File: src/sv/charge_supervisor_fsm_macros.svh
// Assertion macros for the charge supervisor.
// Included by the top level, which supplies i_clk and i_rst_n in scope.
`ifndef CHARGE_SUPERVISOR_FSM_MACROS_SVH
`define CHARGE_SUPERVISOR_FSM_MACROS_SVH

// Same-cycle implication, checked outside reset.
`define CSF_ASSERT_NOW(label, ante, cons) \
    label: assert property (@(posedge i_clk) disable iff (!i_rst_n) (ante) |-> (cons)) \
        else $error("charge supervisor check failed");

// Next-cycle implication, checked outside reset.
`define CSF_ASSERT_NEXT(label, ante, cons) \
    label: assert property (@(posedge i_clk) disable iff (!i_rst_n) (ante) |=> (cons)) \
        else $error("charge supervisor check failed");

`endif

File: src/sv/csf_pkg.sv
// Shared types and constants for the charge supervisor.
// No dependencies; imported by every module of the block.
package csf_pkg;

    localparam int unsigned CODE_W = 16;
    localparam int unsigned IDX_W  = 3;
    localparam int unsigned IN_W   = 88;
    localparam int unsigned OUT_W  = 40;

    // Register indexes on the configuration channel.
    localparam logic [IDX_W-1:0] REG_CELL_FULL  = 3'd0;
    localparam logic [IDX_W-1:0] REG_MAX_SPREAD = 3'd1;
    localparam logic [IDX_W-1:0] REG_HB_LIMIT   = 3'd2;
    localparam logic [IDX_W-1:0] REG_VOLT_CAP   = 3'd3;
    localparam logic [IDX_W-1:0] REG_CURR_CAP   = 3'd4;

    // Reset values.
    localparam logic [CODE_W-1:0] RST_CELL_FULL  = 16'd42000;
    localparam logic [CODE_W-1:0] RST_MAX_SPREAD = 16'd500;
    localparam logic [CODE_W-1:0] RST_HB_LIMIT   = 16'd5000;
    localparam logic [CODE_W-1:0] RST_VOLT_CAP   = 16'd600;
    localparam logic [CODE_W-1:0] RST_CURR_CAP   = 16'd10;
    localparam logic [CODE_W-1:0] RST_REQ_VOLTS  = 16'd600;
    localparam logic [CODE_W-1:0] RST_REQ_AMPS   = 16'd10;

    // Supervisor state codes as seen on the result stream.
    localparam logic [2:0] CODE_STANDBY = 3'd0;
    localparam logic [2:0] CODE_READY   = 3'd1;
    localparam logic [2:0] CODE_REQUEST = 3'd2;
    localparam logic [2:0] CODE_BALANCE = 3'd3;
    localparam logic [2:0] CODE_FAULT   = 3'd4;

    typedef struct packed {
        logic [CODE_W-1:0] cell_full;
        logic [CODE_W-1:0] max_spread;
        logic [CODE_W-1:0] hb_limit;
        logic [CODE_W-1:0] volt_cap;
        logic [CODE_W-1:0] curr_cap;
    } t_cfg;

    typedef struct packed {
        logic              pack_faulted;
        logic              link_error;
        logic              charger_ok;
        logic              charger_starting;
        logic [2:0]        charger_hw_faults;
        logic [CODE_W-1:0] heartbeat_age;
        logic [CODE_W-1:0] cell_max_code;
        logic [CODE_W-1:0] cell_min_code;
        logic              cells_present;
        logic              setpoint_valid;
        logic [CODE_W-1:0] setpoint_voltage;
        logic [CODE_W-1:0] setpoint_current;
    } t_item;

    typedef struct packed {
        logic              charge_enable;
        logic [CODE_W-1:0] voltage_command;
        logic [CODE_W-1:0] current_command;
        logic [2:0]        supervisor_state;
        logic              balance_active;
        logic              fault_status;
    } t_result;

    // Handshake between the input stage and the step engine.
    typedef struct packed {
        logic valid;
        logic take;
    } t_link;

    // Engine status seen by the top level.
    typedef struct packed {
        logic [2:0] state;
        logic       fire;
    } t_eng_status;

endpackage

File: src/sv/charge_supervisor_fsm.sv
// Charge supervisor top level: config registers, input stage and step engine.
// Input moves through the input register, then the result register, to m_axis.
// Throughput: one item per cycle while the result stream is not stalled.
// Reset: synchronous, active low; state returns to standby, setpoint to 600/10,
// configuration registers to their defaults, and both streams empty.
module charge_supervisor_fsm
    import csf_pkg::*;
(
    input  logic              i_clk,
    input  logic              i_rst_n,
    // Configuration write channel.
    input  logic              i_cfg_valid,
    output logic              o_cfg_ready,
    input  logic [IDX_W-1:0]  i_cfg_index,
    input  logic [CODE_W-1:0] i_cfg_data,
    // Input stream.
    input  logic              s_axis_tvalid,
    output logic              s_axis_tready,
    // pack_faulted, link_error, charger_ok, charger_starting, charger_hw_faults[3],
    // heartbeat_age[16], max cell code[16], min cell code[16], cells_present,
    // setpoint_voltage[16], setpoint_current[16]
    input  logic [IN_W-1:0]   s_axis_tdata,
    // setpoint_valid
    input  logic              s_axis_tuser,
    // Result stream.
    output logic              m_axis_tvalid,
    input  logic              m_axis_tready,
    // charge_enable, voltage_command[16], current_command[16], supervisor_state[3],
    // balance_active, fault_status, two zero pad bits
    output logic [OUT_W-1:0]  m_axis_tdata
);

    t_cfg        cfg;
    t_item       item;
    logic        item_valid;
    t_link       link;
    t_result     result;
    t_eng_status status;

    // Result-side conditions watched by the assertions.
    logic        cmd_on;
    logic        cmd_off;
    logic        cmd_in_request;
    logic        cmd_zero;

    assign o_cfg_ready = 1'b1;

    csf_cfg_regs u_cfg (
        .i_clk       (i_clk),
        .i_rst_n     (i_rst_n),
        .i_cfg_valid (i_cfg_valid),
        .i_cfg_index (i_cfg_index),
        .i_cfg_data  (i_cfg_data),
        .o_cfg       (cfg)
    );

    csf_in_stage u_in (
        .i_clk    (i_clk),
        .i_rst_n  (i_rst_n),
        .i_tvalid (s_axis_tvalid),
        .o_tready (s_axis_tready),
        .i_tdata  (s_axis_tdata),
        .i_tuser  (s_axis_tuser),
        .i_take   (link.take),
        .o_item   (item),
        .o_valid  (item_valid)
    );

    assign link.valid = item_valid;

    csf_engine u_eng (
        .i_clk       (i_clk),
        .i_rst_n     (i_rst_n),
        .i_cfg       (cfg),
        .i_item      (item),
        .i_valid     (link.valid),
        .o_take      (link.take),
        .o_result    (result),
        .o_out_valid (m_axis_tvalid),
        .i_out_ready (m_axis_tready),
        .o_status    (status)
    );

    // Pack the result, lowest field in the lowest bits.
    assign m_axis_tdata = {2'b00,
                           result.fault_status,
                           result.balance_active,
                           result.supervisor_state,
                           result.current_command,
                           result.voltage_command,
                           result.charge_enable};

    // Conditions on the waiting result transaction.
    assign cmd_on         = m_axis_tvalid && result.charge_enable;
    assign cmd_off        = m_axis_tvalid && !result.charge_enable;
    assign cmd_in_request = (result.supervisor_state == CODE_REQUEST) && !result.fault_status;
    assign cmd_zero       = (result.voltage_command == '0) && (result.current_command == '0);

    `include "charge_supervisor_fsm_macros.svh"

    // Fault is left only through reset.
    `CSF_ASSERT_NEXT(a_fault_sticky, status.state == CODE_FAULT, status.state == CODE_FAULT)
    // An enabled command only comes out of a step that stays in requesting.
    `CSF_ASSERT_NOW(a_enable_in_request, cmd_on, cmd_in_request)
    // A disabled command carries zero caps.
    `CSF_ASSERT_NOW(a_off_is_zero, cmd_off, cmd_zero)
    // A step that fires always leaves a result behind.
    `CSF_ASSERT_NEXT(a_fire_gives_result, status.fire, m_axis_tvalid)

endmodule

File: src/sv/csf_cfg_regs.sv
// Configuration register file of the charge supervisor.
// Depends on csf_pkg for the register indexes and reset values.
module csf_cfg_regs
    import csf_pkg::*;
(
    input  logic             i_clk,
    input  logic             i_rst_n,
    input  logic             i_cfg_valid,
    input  logic [IDX_W-1:0] i_cfg_index,
    input  logic [CODE_W-1:0] i_cfg_data,
    output t_cfg             o_cfg
);

    t_cfg r_cfg;

    // A write lands whenever the channel is valid; unused indexes are dropped.
    always_ff @(posedge i_clk) begin
        if (!i_rst_n) begin
            r_cfg.cell_full  <= RST_CELL_FULL;
            r_cfg.max_spread <= RST_MAX_SPREAD;
            r_cfg.hb_limit   <= RST_HB_LIMIT;
            r_cfg.volt_cap   <= RST_VOLT_CAP;
            r_cfg.curr_cap   <= RST_CURR_CAP;
        end else if (i_cfg_valid) begin
            unique case (i_cfg_index)
                REG_CELL_FULL:  r_cfg.cell_full  <= i_cfg_data;
                REG_MAX_SPREAD: r_cfg.max_spread <= i_cfg_data;
                REG_HB_LIMIT:   r_cfg.hb_limit   <= i_cfg_data;
                REG_VOLT_CAP:   r_cfg.volt_cap   <= i_cfg_data;
                REG_CURR_CAP:   r_cfg.curr_cap   <= i_cfg_data;
                default: ;
            endcase
        end
    end

    assign o_cfg = r_cfg;

endmodule

File: src/sv/csf_in_stage.sv
// Input register of the charge supervisor: unpacks and holds one item.
// Depends on csf_pkg for the item layout.
module csf_in_stage
    import csf_pkg::*;
(
    input  logic            i_clk,
    input  logic            i_rst_n,
    input  logic            i_tvalid,
    output logic            o_tready,
    input  logic [IN_W-1:0] i_tdata,
    input  logic            i_tuser,
    input  logic            i_take,
    output t_item           o_item,
    output logic            o_valid
);

    logic  r_valid;
    t_item r_item;
    t_item n_item;

    // The register may load when empty or when the engine takes its item.
    assign o_tready = !r_valid || i_take;

    // Unpack the stream word, lowest field in the lowest bits.
    always_comb begin
        n_item.pack_faulted      = i_tdata[0];
        n_item.link_error        = i_tdata[1];
        n_item.charger_ok        = i_tdata[2];
        n_item.charger_starting  = i_tdata[3];
        n_item.charger_hw_faults = i_tdata[6:4];
        n_item.heartbeat_age     = i_tdata[22:7];
        n_item.cell_max_code     = i_tdata[38:23];
        n_item.cell_min_code     = i_tdata[54:39];
        n_item.cells_present     = i_tdata[55];
        n_item.setpoint_voltage  = i_tdata[71:56];
        n_item.setpoint_current  = i_tdata[87:72];
        n_item.setpoint_valid    = i_tuser;
    end

    always_ff @(posedge i_clk) begin
        if (!i_rst_n) begin
            r_valid <= 1'b0;
        end else if (o_tready) begin
            r_valid <= i_tvalid;
        end
    end

    always_ff @(posedge i_clk) begin
        if (o_tready && i_tvalid) begin
            r_item <= n_item;
        end
    end

    assign o_item  = r_item;
    assign o_valid = r_valid;

endmodule

File: src/sv/csf_engine.sv
// Supervisor state machine and result register of the charge supervisor.
// Depends on csf_pkg for the item, result and configuration types.
module csf_engine
    import csf_pkg::*;
(
    input  logic        i_clk,
    input  logic        i_rst_n,
    input  t_cfg        i_cfg,
    input  t_item       i_item,
    input  logic        i_valid,
    output logic        o_take,
    output t_result     o_result,
    output logic        o_out_valid,
    input  logic        i_out_ready,
    output t_eng_status o_status
);

    typedef enum logic [2:0] {
        S_STANDBY = CODE_STANDBY,
        S_READY   = CODE_READY,
        S_REQUEST = CODE_REQUEST,
        S_BALANCE = CODE_BALANCE,
        S_FAULT   = CODE_FAULT
    } t_state;

    t_state            r_state;
    t_state            n_state;
    logic [CODE_W-1:0] r_req_v;
    logic [CODE_W-1:0] r_req_a;
    logic [CODE_W-1:0] n_req_v;
    logic [CODE_W-1:0] n_req_a;
    logic              r_out_valid;
    t_result           r_result;
    t_result           n_result;
    logic              fire;

    logic              pack_ok;
    logic              okay;
    logic              ready;
    logic              permitted;
    logic [CODE_W-1:0] spread;
    logic              needs_bal;

    // An item moves on when the result register is free or being drained.
    assign fire   = i_valid && (!r_out_valid || i_out_ready);
    assign o_take = fire;

    // Health and policy conditions of the current item.
    always_comb begin
        pack_ok   = !i_item.pack_faulted && !i_item.link_error;
        okay      = pack_ok && (i_item.charger_hw_faults == 3'd0);
        ready     = (i_item.heartbeat_age <= i_cfg.hb_limit) && i_item.charger_ok
                    && !i_item.charger_starting;
        permitted = (i_item.cell_max_code < i_cfg.cell_full) && pack_ok && ready;
        spread    = i_item.cell_max_code - i_item.cell_min_code;
        needs_bal = i_item.cells_present && (spread > i_cfg.max_spread);
    end

    // Next state, stored setpoint and result of one step.
    always_comb begin
        n_state  = r_state;
        n_req_v  = r_req_v;
        n_req_a  = r_req_a;
        n_result = '0;
        if (r_state != S_FAULT && i_item.setpoint_valid) begin
            n_req_v = i_item.setpoint_voltage;
            n_req_a = i_item.setpoint_current;
        end
        unique case (r_state)
            S_STANDBY: begin
                if (!okay) begin
                    n_state = S_FAULT;
                end else if (permitted) begin
                    n_state = S_READY;
                end
            end
            S_READY: begin
                if (!okay) begin
                    n_state = S_FAULT;
                end else if (!permitted) begin
                    n_state = S_STANDBY;
                end else if (needs_bal) begin
                    n_state = S_BALANCE;
                end else begin
                    n_state = S_REQUEST;
                end
            end
            S_REQUEST: begin
                if (!okay) begin
                    n_state = S_FAULT;
                end else if (!permitted) begin
                    n_state = S_STANDBY;
                end else if (needs_bal) begin
                    n_state = S_BALANCE;
                end else begin
                    n_result.charge_enable   = 1'b1;
                    n_result.voltage_command = (n_req_v > i_cfg.volt_cap) ? i_cfg.volt_cap
                                                                          : n_req_v;
                    n_result.current_command = (n_req_a > i_cfg.curr_cap) ? i_cfg.curr_cap
                                                                          : n_req_a;
                end
            end
            S_BALANCE: begin
                if (!okay || !i_item.cells_present) begin
                    n_state = S_FAULT;
                end else if (!permitted) begin
                    n_state = S_STANDBY;
                end else begin
                    n_result.balance_active = 1'b1;
                    if (!needs_bal) begin
                        n_state = S_READY;
                    end
                end
            end
            default: begin
                // Fault is sticky; the item is ignored.
                n_state               = S_FAULT;
                n_result.fault_status = 1'b1;
            end
        endcase
        n_result.supervisor_state = n_state;
    end

    // State, stored setpoint and result register.
    always_ff @(posedge i_clk) begin
        if (!i_rst_n) begin
            r_state     <= S_STANDBY;
            r_req_v     <= RST_REQ_VOLTS;
            r_req_a     <= RST_REQ_AMPS;
            r_out_valid <= 1'b0;
        end else begin
            if (fire) begin
                r_state     <= n_state;
                r_req_v     <= n_req_v;
                r_req_a     <= n_req_a;
                r_result    <= n_result;
                r_out_valid <= 1'b1;
            end else if (i_out_ready) begin
                r_out_valid <= 1'b0;
            end
        end
    end

    assign o_result       = r_result;
    assign o_out_valid    = r_out_valid;
    assign o_status.state = r_state;
    assign o_status.fire  = fire;

endmodule

File: config.mk
export PLATFORM = sky130hd
export DESIGN_NAME = charge_supervisor_fsm
export DESIGN_NICKNAME = d
export VERILOG_FILES = /design/src/sv/csf_pkg.sv /design/src/sv/charge_supervisor_fsm.sv /design/src/sv/csf_cfg_regs.sv /design/src/sv/csf_in_stage.sv /design/src/sv/csf_engine.sv
export VERILOG_INCLUDE_DIRS = /design/src /design/src/sv
export SDC_FILE = /design/constraint.sdc
export NUM_CORES = 1
export LEC_CHECK = 0
export ABC_AREA = 1
export ABC_CLOCK_PERIOD_IN_PS = 6400
export BUFFER_PORTS_ARGS = -buffer_cell sky130_fd_sc_hd__clkbuf_2
export CAP_MARGIN = 30
export CORE_AREA = 2 2 169 171
export CTS_CLUSTER_DIAMETER = 60
export DETAILED_ROUTE_END_ITERATION = 8
export DIE_AREA = 0 0 171 173
export PLACE_DENSITY = 0.69
export SLEW_MARGIN = 25
export SYNTH_ARGS = -nofsm -noshare
export SYNTH_HDL_FRONTEND = slang
export SYNTH_HIERARCHICAL = 1
export SYNTH_SLANG_ARGS = --single-unit
File: constraint.sdc
create_clock -name i_clk -period 6.4 [get_ports i_clk]
set_input_delay 0 -clock i_clk [delete_from_list [all_inputs] [get_ports i_clk]]
set_output_delay 0 -clock i_clk [all_outputs]
set_load 0.01 [all_outputs]
==> flow_summary.json <==
{
  "route.final.wire_length_um": 29800,
  "path_class": "flop to flop",
  "final_core_util_pct": 56.5,
  "rsz0062_at_grt": "false",
  "drcViolationCount": 0,
  "setup.reg_to_reg.worst_slack_ps": 2630,
  "min_path_type": "input pin to flop",
  "worst_clk_skew_ps": 20.1,
  "postRouteAntennaNets": 0,
  "worst_slack_ps": 2630,
  "setup_tns_ps": 0,
  "worst_ep_required_time_ps": 6790,
  "initial_utilization_pct": 44.7,
  "switching_share_pct": 27.1,
  "die_h_um": 173,
  "worst_path_dominant_cell_family": "simple AND/OR/NAND/NOR gates",
  "numPortBuffers": 152,
  "clock_path_buffers": 3,
  "critPathArrivalTime_ps": 4160,
  "placed_area_um2": 13400,
  "routed-wl-met2_um": 13500,
  "clockPowerShare_pct": 39.1,
  "rows": 61,
  "core_area_um2": 27600,
  "met3_wirelength_um": 1990,
  "fraction_of_power_consumed_by_combinational_cells_pct": 16.8,
  "fp.dieArea_um2": 29600,
  "grt_pass1_vias": 9780,
  "synth.cell_area_um2": 12400,
  "outcome": "completed",
  "cp_common_cell": "nor2_1",
  "power.density_nw_per_um2": 258,
  "filler_cell_count": 2520,
  "placed_cells": 1940,
  "design.final.nets": 1923,
  "dieWidth_um": 171,
  "globalRouteTotalUtil_pct": 20.0,
  "cts_root_cell": "clkbuf_16",
  "grt_pass1_wl_um": 48100,
  "critical_path.reg2reg.startpoint": "u_in/o_item[52]",
  "path_max_fanout": 33,
  "min_period_over_period_pct": 58.9,
  "crit_path_start": "u_in/o_item[52]",
  "multiInputGateArea_um2": 5000,
  "final-seq-area_um2": 6160,
  "maximum_number_of_pins_on_one_net_before_global_route_repair": 84,
  "critical_path.endpoint_type": "flop",
  "met1Wirelength_um": 13700,
  "antenna_found_initial": 1,
  "cts_made_buffers": 28,
  "via_per_inst": 4.78,
  "p_leak_nw": 7.20,
  "finalWeightedCongestion": 0.845,
  "place_hpwl_um": 20300,
  "drt_iter0_drc": 738,
  "pin_count": 156,
  "ys.warnings.count": 6,
  "setup_viol_count_final": 0,
  "non_filler_cell_area_final_um2": 15600,
  "max_slew.worst_pin.slew_ps": 830,
  "holdCritStartpoint": "i_rst_n",
  "fin_worst_hold_slack_ps": 121,
  "max_stage_delay_ps": 400,
  "maxCapViolCount": 0,
  "critical_path.startpoint_type": "flop",
  "wire_per_inst_um": 14.1,
  "timing.reg2reg.worst_path_depth": 18,
  "drt_pre_antenna_iters": 5,
  "report.final.slew_viol_count": 0,
  "p_int_mw": 2.93,
  "power_mw": 4.02,
  "htree_levels": 1,
  "dp_slack_ps": 2640,
  "detailroute.via_count": 10116,
  "post_layout_nonfiller_instances": 2116,
  "layout_cell_share_with_drive_strength_beyond_1_pct": 13.8,
  "capture_point_of_the_worst_reg_to_reg_path": "u_eng/o_result[36]",
  "post_synth_inst_count": 1454,
  "crit_buf_inv": 2,
  "clock-sinks": 244,
  "achievable-frequency_mhz": 265,
  "hold_violations": 0,
  "area_growth_syn_to_layout_pct": 26.3,
  "crit_path_top_delay_cell": "edfxtp_1",
  "grt_remaining_overflow": 0,
  "min_delay_worst_endpoint": "u_cfg/o_cfg[3]",
  "dr.max_layer_used": "met4",
  "cts_tree": "yes",
  "clkTransAtPathRegs_ps": 60,
  "max_slew_margin_pct": 44.5,
  "layout_min_cycle_time_ps": 3770,
  "cp_cell_sequence": "ha_1 -> inv_1 -> nor4_1 -> nor2_1 -> o21ai_0 -> a21oi_1 -> nor2_1 -> nor2_1 -> xor2_1 -> ha_1 -> nand2_1 -> inv_1 -> nand3_1 -> nor2_1 -> a31oi_1 -> nand2_1 -> nand3_4 -> nor3_2",
  "worst_ir_drop_vdd_mv": 0.211,
  "post_synth.cell_area_avg_um2": 8.50,
  "seqPwrFrac_pct": 44.0,
  "worstSkewPairLatency_ps": 550,
  "power.switching_mw": 1.09,
  "worst_hold_path.num_cells": 3
}
==> worst reg2reg max path: cells and delay by family (launching register included) <==
family / cells / cell delay, ps
AOI/OAI and AO/OA: 3 / 540
xor gates and xnor gates: 1 / 140
adders and majority gates: 2 / 650
buffers and inverters: 2 / 170
DFF: 1 / 400
and+or+nand+nor: 10 / 1710
==> layer usage <==
| layer | up-vias | track usage [%] |
|---|---|---|
| li1 | 5213 | - |
| met1 | 4578 | 27.7 |
| met2 | 280 | 32.2 |
| met3 | 45 | 3.80 |
| met4 | 0 | 4.73 |
| met5 | - | 0 |
==> how the worst max path moves through the flow <==
stage / to / slack [ps] / cells past startpoint
floorplan: u_in/o_item[0] / 660 / 6
global placement: u_eng/o_result[33] / 2740 / 18
detailed placement: u_eng/o_result[31] / 2640 / 18
CTS: u_eng/o_result[36] / 2620 / 18
global route: u_eng/o_result[5] / 2210 / 17
finish: u_eng/o_result[36] / 2630 / 18
==> repair_timing <==
action	4_1_cts	5_1_grt
gates resized for setup	0	0
endpoints found under the hold margin	181	0
hold buffers	123	0
setup buffers	0	0
==> cells in the final DEF, fill, tap and decap left out, types with 2 or more instances in the layout <==
master         instances
conb_1                 3
clkbuf_1               8
nor2_2                 3
buf_16                 2
dfxtp_1              117
nand3_4                2
dlygate4sd3_1        123
nor3_2                14
a31oi_1                2
nor3_1                10
nand4_1                7
buf_4                  6
nor2_1               166
clkbuf_16             31
inv_6                  2
edfxtp_1             127
xnor2_1                6
a211oi_1               2
o31ai_1                3
a21oi_1              117
ha_1                  94
o21ai_1                5
nand3_1               92
o21ai_0               80
inv_4                  2
clkbuf_8               4
xor2_1                 9
inv_1                247
o21a_1                 4
nor2_4                 7
clkinv_1               2
inv_2                  2
clkbuf_2             152
nand2_2                4
nand2_1              264
==> sequential cells by signal, indices dropped and copies added, names as in the netlist <==
register	count
u_eng/r_state	3
u_in/o_valid	1
u_eng/r_req_v	16
u_cfg/o_cfg	80
u_eng/o_result	38
u_in/o_item	89
u_eng/r_req_a	16
u_eng/o_out_valid	1
==> area by class of cell <==
cell class	count	area share (%)
antenna	1	0.0160
clock inverter	9	0.457
multi-input combinational	907	32.0
clock buffer	43	5.52
timing repair buffer	284	13.5
sequential	244	39.4
tap	378	3.03
inverter	250	6.01
==> power by group through the flow <==
| stage | clock, mW | sequential (mW) | combinational [mW] |
|---|---|---|---|
| 2_1_floorplan | 0 | 1.80 | 0.443 |
| 3_3_place_gp | 0 | 1.80 | 0.587 |
| 3_5_place_dp | 0 | 1.80 | 0.611 |
| 4_1_cts | 1.61 | 1.77 | 0.674 |
| 5_1_grt | 1.68 | 1.78 | 0.775 |
| 6_report | 1.57 | 1.77 | 0.676 |
No activity file was read; power rests on OpenSTA's default activity.
